==> config.mk <==
export PLATFORM = sky130hd
export DESIGN_NAME = register_range_to_slave_lookup_core
export DESIGN_NICKNAME = d
export VERILOG_FILES = /design/src/rtl/core/rrsl_pkg.sv /design/src/rtl/core/rrsl_ram.sv /design/src/rtl/core/register_range_to_slave_lookup_core.sv
export SDC_FILE = /design/constraint.sdc
export NUM_CORES = 2
export LEC_CHECK = 0
export BUFFER_PORTS_ARGS = -buffer_cell sky130_fd_sc_hd__buf_2
export CORE_UTILIZATION = 40
export DETAILED_ROUTE_END_ITERATION = 8
export HOLD_SLACK_MARGIN = 0.15
export MAX_ROUTING_LAYER = met4
export PLACE_DENSITY_LB_ADDON = 0.15
export RECOVER_POWER = 25
export SYNTH_ARGS = -nofsm -noshare
export SYNTH_HDL_FRONTEND = slang
export SYNTH_SLANG_ARGS = --single-unit
export TNS_END_PERCENT = 1
==> constraint.sdc <==
create_clock -name clk -period 6.2 [get_ports clk]
set_clock_uncertainty 0.05 [all_clocks]
set_input_delay 1.24 -clock clk [delete_from_list [all_inputs] [get_ports clk]]
set_output_delay 1.24 -clock clk [all_outputs]
set_load 0.03 [all_outputs]
==> src/rtl/core/rrsl_pkg.sv <==
// ----------------------------------------------------------------------------
// rrsl_pkg: shared types and constants for the register range lookup
// Table geometry, entry layout, opcodes and result status codes.
// ----------------------------------------------------------------------------
package rrsl_pkg;

	// number of table entries (1 .. 32)
	localparam int NUM_RANGES = 32;
	// bits needed to address one table entry
	localparam int IDX_W = (NUM_RANGES > 1) ? $clog2(NUM_RANGES) : 1;

	localparam int ADDR_W  = 16;
	localparam int SUM_W   = ADDR_W + 1;
	localparam int SLAVE_W = 5;

	// one table entry as stored in the RAM
	typedef struct packed {
		logic [15:0] start;
		logic [15:0] length;
		logic [7:0]  device;
		logic [7:0]  iface;
	} entry_t;

	localparam int ENTRY_W = $bits(entry_t);

	localparam logic OP_WRITE  = 1'b0;
	localparam logic OP_LOOKUP = 1'b1;

	typedef enum logic [1:0] {
		ST_OK       = 2'd0,
		ST_NO_MATCH = 2'd1,
		ST_OVERHANG = 2'd2
	} status_t;

endpackage

==> src/rtl/core/rrsl_ram.sv <==
// ----------------------------------------------------------------------------
// rrsl_ram: generic single-port-write, single-port-read RAM
// One write and one registered read per cycle; contents have no reset.
// ----------------------------------------------------------------------------
module rrsl_ram #(
	parameter int WIDTH = 8,
	parameter int DEPTH = 16,
	parameter int AW    = (DEPTH > 1) ? $clog2(DEPTH) : 1
) (
	input  logic             clk,
	input  logic             wr_en,
	input  logic [AW-1:0]    wr_addr,
	input  logic [WIDTH-1:0] wr_data,
	input  logic             rd_en,
	input  logic [AW-1:0]    rd_addr,
	output logic [WIDTH-1:0] rd_data
);

	logic [WIDTH-1:0] mem_q [DEPTH];

	always_ff @(posedge clk) begin
		if (wr_en) begin
			mem_q[wr_addr] <= wr_data;
		end
		if (rd_en) begin
			rd_data <= mem_q[rd_addr];
		end
	end

endmodule

==> src/rtl/core/register_range_to_slave_lookup_core.sv <==
// ----------------------------------------------------------------------------
// register_range_to_slave_lookup_core: first-match register range lookup
// Stores register ranges in a table and resolves a lookup to the interface and
// index of the first enabled range that holds the requested start address.
// ----------------------------------------------------------------------------
//
//   channel | handshake            | payload
//   --------+----------------------+------------------------------------------
//   in      | in_valid / in_ready  | opcode, entry_index, entry_start,
//           |                      | entry_length, entry_device, entry_iface,
//           |                      | query_start, query_length
//   out     | out_valid / out_ready| status, target_iface, slave_index
//
// A write beat is accepted, then its result is presented.
// A lookup beat is accepted with the first read, then scans one table entry per
// cycle through the single RAM read port and the one range comparator, then
// checks for overhang and presents the result. The scan stops at the first hit.
// Reset clears the per-entry valid bits at once, so every entry reads as
// unused; no clearing pass. in_ready is high only while idle; a new beat is
// taken while the previous result still waits in the output register, and
// a finished result holds in the sequencer until that register is free.
// ----------------------------------------------------------------------------
module register_range_to_slave_lookup_core (
	input  logic        clk,
	input  logic        arst_n,

	input  logic        in_valid,
	output logic        in_ready,
	input  logic        opcode,
	input  logic [4:0]  entry_index,
	input  logic [15:0] entry_start,
	input  logic [15:0] entry_length,
	input  logic [7:0]  entry_device,
	input  logic [7:0]  entry_iface,
	input  logic [15:0] query_start,
	input  logic [15:0] query_length,

	output logic        out_valid,
	input  logic        out_ready,
	output logic [1:0]  status,
	output logic [7:0]  target_iface,
	output logic [4:0]  slave_index
);

	typedef enum logic [1:0] {
		S_IDLE,
		S_SCAN,
		S_CHECK,
		S_RESP
	} state_t;

	localparam logic [rrsl_pkg::IDX_W-1:0] LAST_IDX =
		rrsl_pkg::IDX_W'(rrsl_pkg::NUM_RANGES - 1);

	state_t                          state_q;
	logic [rrsl_pkg::IDX_W-1:0]      scan_idx_q;   // index of the entry on rd_data
	logic [rrsl_pkg::NUM_RANGES-1:0] vld_q;        // entry written since reset
	logic [rrsl_pkg::ADDR_W-1:0]     qs_q;         // query start
	logic [rrsl_pkg::SUM_W-1:0]      qend_q;       // query start + length
	logic [rrsl_pkg::SUM_W-1:0]      end_q;        // matched range end
	logic [7:0]                      hit_iface_q;
	rrsl_pkg::status_t               res_status_q;
	logic [7:0]                      res_iface_q;
	logic [4:0]                      res_idx_q;
	logic                            out_valid_q;
	rrsl_pkg::status_t               status_q;
	logic [7:0]                      target_iface_q;
	logic [4:0]                      slave_index_q;

	logic                            accept;
	logic                            wr_en;
	logic [rrsl_pkg::IDX_W-1:0]      wr_addr;
	rrsl_pkg::entry_t                wr_entry;
	logic                            rd_en;
	logic [rrsl_pkg::IDX_W-1:0]      rd_addr;
	logic [rrsl_pkg::ENTRY_W-1:0]    rd_data;
	rrsl_pkg::entry_t                rd_entry;
	logic                            ent_used;
	logic [rrsl_pkg::SUM_W-1:0]      ent_end;
	logic                            hit;
	logic                            out_free;

	assign in_ready = (state_q == S_IDLE);
	assign accept   = in_valid && in_ready;

	// Write port: drop writes aimed past the end of the table.
	assign wr_en = accept && (opcode == rrsl_pkg::OP_WRITE) &&
		(32'(entry_index) < 32'(rrsl_pkg::NUM_RANGES));
	assign wr_addr  = rrsl_pkg::IDX_W'(entry_index);
	assign wr_entry = '{start: entry_start, length: entry_length,
		device: entry_device, iface: entry_iface};

	// Read port: entry 0 on accept, then the entry after the one being compared.
	assign rd_en   = (accept && (opcode == rrsl_pkg::OP_LOOKUP)) || (state_q == S_SCAN);
	assign rd_addr = (state_q == S_IDLE) ? '0 :
		rrsl_pkg::IDX_W'(scan_idx_q + rrsl_pkg::IDX_W'(1));

	rrsl_ram #(
		.WIDTH (rrsl_pkg::ENTRY_W),
		.DEPTH (rrsl_pkg::NUM_RANGES),
		.AW    (rrsl_pkg::IDX_W)
	) u_table (
		.clk     (clk),
		.wr_en   (wr_en),
		.wr_addr (wr_addr),
		.wr_data (wr_entry),
		.rd_en   (rd_en),
		.rd_addr (rd_addr),
		.rd_data (rd_data)
	);

	assign rd_entry = rrsl_pkg::entry_t'(rd_data);

	// Shared range comparator: one entry per cycle. An entry never written,
	// or with zero length or zero device, is skipped.
	assign ent_used = vld_q[scan_idx_q] && (rd_entry.length != '0) &&
		(rd_entry.device != '0);
	assign ent_end  = rrsl_pkg::SUM_W'(rd_entry.start) + rrsl_pkg::SUM_W'(rd_entry.length);
	assign hit      = ent_used && (qs_q >= rd_entry.start) &&
		(rrsl_pkg::SUM_W'(qs_q) < ent_end);

	assign out_free = !out_valid_q || out_ready;

	always_ff @(posedge clk or negedge arst_n) begin
		if (!arst_n) begin
			state_q        <= S_IDLE;
			scan_idx_q     <= '0;
			vld_q          <= '0;
			qs_q           <= '0;
			qend_q         <= '0;
			end_q          <= '0;
			hit_iface_q    <= '0;
			res_status_q   <= rrsl_pkg::ST_OK;
			res_iface_q    <= '0;
			res_idx_q      <= '0;
			out_valid_q    <= 1'b0;
			status_q       <= rrsl_pkg::ST_OK;
			target_iface_q <= '0;
			slave_index_q  <= '0;
		end else begin
			// retire the presented result once taken, unless a new one replaces it
			if (out_valid_q && out_ready && (state_q != S_RESP)) begin
				out_valid_q <= 1'b0;
			end
			if (wr_en) begin
				vld_q[wr_addr] <= 1'b1;
			end

			case (state_q)
				S_IDLE: begin
					if (accept) begin
						if (opcode == rrsl_pkg::OP_LOOKUP) begin
							qs_q       <= query_start;
							qend_q     <= rrsl_pkg::SUM_W'(query_start) +
								rrsl_pkg::SUM_W'(query_length);
							scan_idx_q <= '0;
							state_q    <= S_SCAN;
						end else begin
							res_status_q <= rrsl_pkg::ST_OK;
							res_iface_q  <= '0;
							res_idx_q    <= '0;
							state_q      <= S_RESP;
						end
					end
				end
				S_SCAN: begin
					if (hit) begin
						// hold scan_idx_q as the matched index
						end_q       <= ent_end;
						hit_iface_q <= rd_entry.iface;
						state_q     <= S_CHECK;
					end else if (scan_idx_q == LAST_IDX) begin
						res_status_q <= rrsl_pkg::ST_NO_MATCH;
						res_iface_q  <= '0;
						res_idx_q    <= '0;
						state_q      <= S_RESP;
					end else begin
						scan_idx_q <= rrsl_pkg::IDX_W'(scan_idx_q + rrsl_pkg::IDX_W'(1));
					end
				end
				S_CHECK: begin
					if (end_q < qend_q) begin
						res_status_q <= rrsl_pkg::ST_OVERHANG;
						res_iface_q  <= '0;
						res_idx_q    <= '0;
					end else begin
						res_status_q <= rrsl_pkg::ST_OK;
						res_iface_q  <= hit_iface_q;
						res_idx_q    <= rrsl_pkg::SLAVE_W'(scan_idx_q);
					end
					state_q <= S_RESP;
				end
				S_RESP: begin
					// advance only when the output register is free
					if (out_free) begin
						out_valid_q    <= 1'b1;
						status_q       <= res_status_q;
						target_iface_q <= res_iface_q;
						slave_index_q  <= res_idx_q;
						state_q        <= S_IDLE;
					end
				end
				default: begin
					state_q <= S_IDLE;
				end
			endcase
		end
	end

	assign out_valid    = out_valid_q;
	assign status       = status_q;
	assign target_iface = target_iface_q;
	assign slave_index  = slave_index_q;

endmodule

# [Yosys cells after proc, flatten, opt, wreduce, memory -nomap -nowiden]
# Memories as Yosys holds them, arrays and structs flattened. A register that Yosys moved wholly into a read port is not among the register bits.
# Cells that the tools add are included.
# W data, S select, Z words.
[word_totals] inputBits=90 reg_bits=128 elab_cells=102 n_memories=1 out_inout_bits=17 ramBits=1536
[op_classes] n_bitwise=2 order_cmp=6 n_addsub=3 mux=39 n_reduce_logical=24 n_eq_ne=13
[memory_table] memory="u_table.mem_q" words=32 width=48 read_ports=1 rd_clocked_by_memory_dff=1 write_ports=1 line="rrsl_ram.sv:19" text="logic [WIDTH-1:0] mem_q [DEPTH];"
[op_table] cell="$mux W5" n=10
[op_table] cell="$mux W8" n=5
[op_table] cell="$add A16 B16 Y17" n=2
[op_table] cell="$or A32 B32 Y32" n=1
[op_table] cell="$pmux W8 S3" n=1
[op_table] cell="$mux W2" n=10
[op_table] cell="$lt A16 B17 Y1" n=1
[op_table] cell="$lt A17 B17 Y1" n=1
[op_table] cell="$ge A16 B16 Y1" n=1
[op_table] cell="$reduce_bool A16 Y1" n=1
[op_table] cell="$pmux W5 S3" n=1
[op_table] cell="$lt A5 B6 Y1 const B" n=2
[op_table] cell="$logic_and A1 B1 Y1" n=10
[op_table] cell="$ne A2 B2 Y1 const B" n=5
[op_table] cell="$pmux W5 S2" n=1
[op_table] cell="$reduce_and A5 Y1" n=2
[op_table] cell="$pmux W2 S4" n=1
[op_table] cell="$reduce_bool A8 Y1" n=1
[op_table] cell="$mux W1" n=7
[op_table] cell="$ne A2 B1 Y1 const B" n=3
[op_table] cell="$pmux W2 S3" n=1
[op_table] cell="$reduce_and A3 Y1" n=2
[op_table] cell="$add A5 B1 Y5 const B" n=1
[op_table] cell="$bmux W1 S5" n=1
[op_table] cell="other kinds (13)" n=16

# [Longest topological paths before layout]
[logic_depth] depth_word=8 ltp_mapped=17 depth_no_buf=16

# [Modules after synthesis]
# From an unflattened synthesis, not the netlist that was laid out.
[hier_totals] hier_cells=4106 area_unflattened_um2=69040.0
[by_module_without_submodules] module="rrsl_ram" cells_per_inst=3364 area_per_inst_um2=61205.0 instances=1
[by_module_without_submodules] module="register_range_to_slave_lookup_core" cells_per_inst=742 area_per_inst_um2=7835.0 instances=1

# [Worst setup path before layout]
# Ideal clock, no wire load.
[synth_timing] path_kind="input-to-reg" start="input port opcode" end="memory u_table.mem_q[12][0] in the netlist's numbering (enable)" slack_ps=1715 cell_stages=4 arrival_ps=3980 path_buffers=1 setup_ps=455 t_required_ps=5695 cell_sequence="nand3b_1 or3_1 clkbuf_1 nor2_1"
[synth_via] elab_chain_len=4
[synth_lines] element="start, declared" line="register_range_to_slave_lookup_core.sv:29" text="input logic opcode,"
[synth_lines] element="$not A1 Y1" line="register_range_to_slave_lookup_core.sv:87" text="assign wr_en = accept && (opcode == rrsl_pkg::OP_WRITE) &&"
[synth_lines] element="$logic_and A1 B1 Y1" line="register_range_to_slave_lookup_core.sv:87"
[synth_lines] element="$mux W1" line="rrsl_ram.sv:22" text="if (wr_en) begin"
[synth_lines] element="$mux W1 (not written as such)" line="rrsl_ram.sv:23" text="mem_q[wr_addr] <= wr_data;"
[synth_lines] element="end, declared" line="rrsl_ram.sv:19"
# Every way passes these cells.

# [Final worst setup path]
[layout_timing] start="register u_table.rd_data[17], read port of u_table.mem_q" end="register res_iface_q[0]"
[layout_via] elab_chain_len=7 elab_cells_between_ends=9 cone_classes="add/sub (1); order compare (1); eq/ne (1); reduce/logical (6)"
[layout_lines] element="start, declared" line="rrsl_ram.sv:16" text="output logic [WIDTH-1:0] rd_data"
[layout_lines] element="branches (longest 4 deep; another with $add A16 B16 Y17)"
[layout_lines] element="$logic_and A1 B1 Y1 *" line="register_range_to_slave_lookup_core.sv:119" text="assign hit = ent_used && (qs_q >= rd_entry.start) &&"
[layout_lines] element="$ne A2 B2 Y1 (no source line) *"
[layout_lines] element="$reduce_and A5 Y1 (no source line) *"
[layout_lines] element="end signal, assigned" line="register_range_to_slave_lookup_core.sv:188" text="res_iface_q <= hit_iface_q;"
[layout_lines] element="end, declared" line="register_range_to_slave_lookup_core.sv:63" text="logic [7:0] res_iface_q;"
# Mark *: on every way between the ends.
# A chain may end at the register's enable or synchronous reset.

==> results.txt <==
Failing checks = max-capacitance violations, max-slew violations
H-tree levels = 4
CP arrival = 5.23 ns
Placed inst area = 0.0710 mm²
Post-CTS sizing = 0
Top cells by area, synth = edfxtp_1, mux4_2, dfrtp_1
Share of cells above drive strength 1 = 22.2%
CP Capture Type = flop
Residual DRC = 0
Hold Startpoint = vld_q[6]
Drt first pass iters = 5
Ports = 107
CP required = 6.88 ns
Slew HR = -155%
Dpl hpwl = 87700 µm
Post-Syn Area per Cell = 19.1 µm²
Core Footprint = 0.167 mm²
CTS Sinks = 1712
Startpoint Class = flop
Hold-fix buffers, CTS = 0
Syn Nets = 3689
RSZ-0062 raised after global routing = no
Worst Setup SP = u_table.rd_data[17]
Fin crit share = 73.3%
Reg2Reg Setup Slack = 1.66 ns
#FFs+latches synth = 1712
Filler Cells Inserted = 14200
Longest Clk Path Bufs = 3
Area of the die = 0.170 mm²
CTS Root Cell = clkbuf_16
CTS tree = done
Syn. warnings = 0
Nets = 3843
Fin. Hold Viols = 0
DRT iter0 DRCs = 3829
First-pass GRT wire length = 252000 µm
Cells after synthesis = 3512
Crit path kind = reg2reg
Final Power = 0.0338 W
Primary FF master, synth = edfxtp_1
Worst-Skew Late Latency = 0.83 ns
Avg WL per Cell = 28.9 µm
Pre-CTS setup slack = 1.64 ns
Final setup fails = 0
Post-synth top area cell = edfxtp_1
Final instance area = 0.0765 mm²
Post-CTS Repair Setup Buffers = 0
Async SR Flop Fraction = 7.48%
Yosys cell types = 68
Die Width = 412 µm
Post-route ant nets = 0
RR Startpoint = u_table.rd_data[17]
Initial antenna violation count = 19
Worst-path fanout max = 13
Clock slew at reported path FFs = 0.06 ns
FMAX = 220 MHz
Status = finished with violations
Remaining Overflow, GRT = 0
Initial core utilization = 40.3%
TritonCTS Buffers = 180
Maxcap violations = 1
Mapped Area = 0.0672 mm²
Slew @ Worst Pin = 3.83 ns
Register area share after synthesis = 75.5%
Hold_ws = 0.411 ns
IR drop worst, VDD = 0.313 mV
EDFF count, synth = 1584
Tot GR Track Use = 21.3%
Area delta synth->final = 13.8%
IO buf count = 106
Final Max Slew Viols = 71
Vias in the first global route = 35200
Worst Hold Class = reg2reg
Share of the synthesized area in the top cell type = 70.7%
Height of the die = 412 µm
Setup TNS = 0 ns
Site Rows = 150
Min Clock Period, post-route = 4.54 ns
RePlAce Congestion = 0.749
Most common cell after layout, fill and taps aside = edfxtp_1
Pleak = 24.4 nW
Largest net degree at the start of global routing = 118
Final WL = 174000 µm
Via count = 34800
Slack of the critical path = 1.66 ns
Commonest cells after routing, fill and taps aside = edfxtp_1, mux4_2, o21ai_0
Power Density = 442 mW/mm²
Via/cell ratio = 5.78
-- kinds of logic (layout without fill, tap and decap cells) --
group | count (synthesis) | after routing | share of synthesized area (%)
buf+inv | 266 | 563 | 1.69
mux | 370 | 370 | 11.2
other cells | 0 | 7 | 0
fa+ha+maj | 87 | 87 | 1.64
flops | 1712 | 1712 | 75.5
xor+xnor | 26 | 26 | 0.339
compound gates | 771 | 771 | 7.66
simple gates | 280 | 280 | 2.01
-- power breakdown --
group | switching, W | internal (W)
combinational | 0.00563 | 0.00445
sequential | 0.000353 | 0.0132
clock | 0.00447 | 0.00568
-- per-layer routing --
layer / track usage (%) / routed length, µm / vias to the layer above
met5: - / 0 / -
met4: 4.67 / 3020 / 0
met3: 4.04 / 10900 / 217
met2: 32.1 / 81000 / 1014
met1: 30.2 / 78900 / 18500
li1: - / - / 15000
-- worst paths after layout --
kind                              endpoint  cells after the start
min                               vld_q[6]                      1
max reg2reg                 res_iface_q[0]                     14
min reg2reg                       vld_q[6]                      1
max                         res_iface_q[0]                     14
max in group asynchronous  target_iface[4]                      2
min in group asynchronous        qend_q[0]                      1
-- critical path: stages, from the launching register on --
cell and delay (ns):
edfxtp_1 0.45, ha_1 0.34, a211oi_1 0.24, o21bai_1 0.13, a21oi_1 0.36, o31ai_1 0.17, o41ai_1 0.34, xor2_1 0.16
ha_1 0.32, nand3_1 0.09, nor4_1 0.30, a31o_2 0.23, nand2_1 0.18, a311oi_2 0.84, a22o_1 0.23
-- Yosys cell counts (all sizes together) (7+ instances only) --
cell	number
edfxtp	1584
mux4	296
o21ai	258
o221ai	193
o22ai	192
clkbuf	170
dfrtp	128
nand2	90
ha	85
mux2	74
nor2	63
buf	49
inv	46
or2	34
a21oi	28
nand3	22
a21o	16
a22o	14
xnor2	14
nand2b	13
xor2	12
nor3	10
and3	8
nor2b	8
nor4	8
a211oi	7
a22oi	7
nand4	7
-- final cells by class --
| class | count | area [µm²] | share of cell area, % |
|---|---|---|---|
| diodes | 7 | 17.5 | 0.0229 |
| clock buffers | 237 | 4770 | 6.23 |
| inverters | 47 | 184 | 0.240 |
| multi-input cells | 1534 | 15600 | 20.4 |
| clock inverters | 88 | 717 | 0.937 |
| well taps | 2204 | 2760 | 3.60 |
| flip-flops and latches | 1712 | 50800 | 66.4 |
| repair buffers | 191 | 1670 | 2.18 |
-- registers in the layout, summed over array words and instances, names as in the netlist --
signal,flops
end_q,17
hit_iface_q,8
out_valid,1
qend_q,17
qs_q,16
res_idx_q,5
res_iface_q,8
res_status_q,2
scan_idx_q,5
slave_index,5
state_q,2
status,2
target_iface,8
u_table.mem_q,1536
u_table.rd_data,48
vld_q,32
-- through the flow --
step / util [%] / std cells
after global routing: 45.8 / 6019
after CTS: 45.8 / 6013
after global placement: 42.5 / 5688
final: 45.8 / 6020
after detailed placement: 42.5 / 5688
after floorplan: - / 3512
Note: power is estimated with default switching activity, not from simulation.
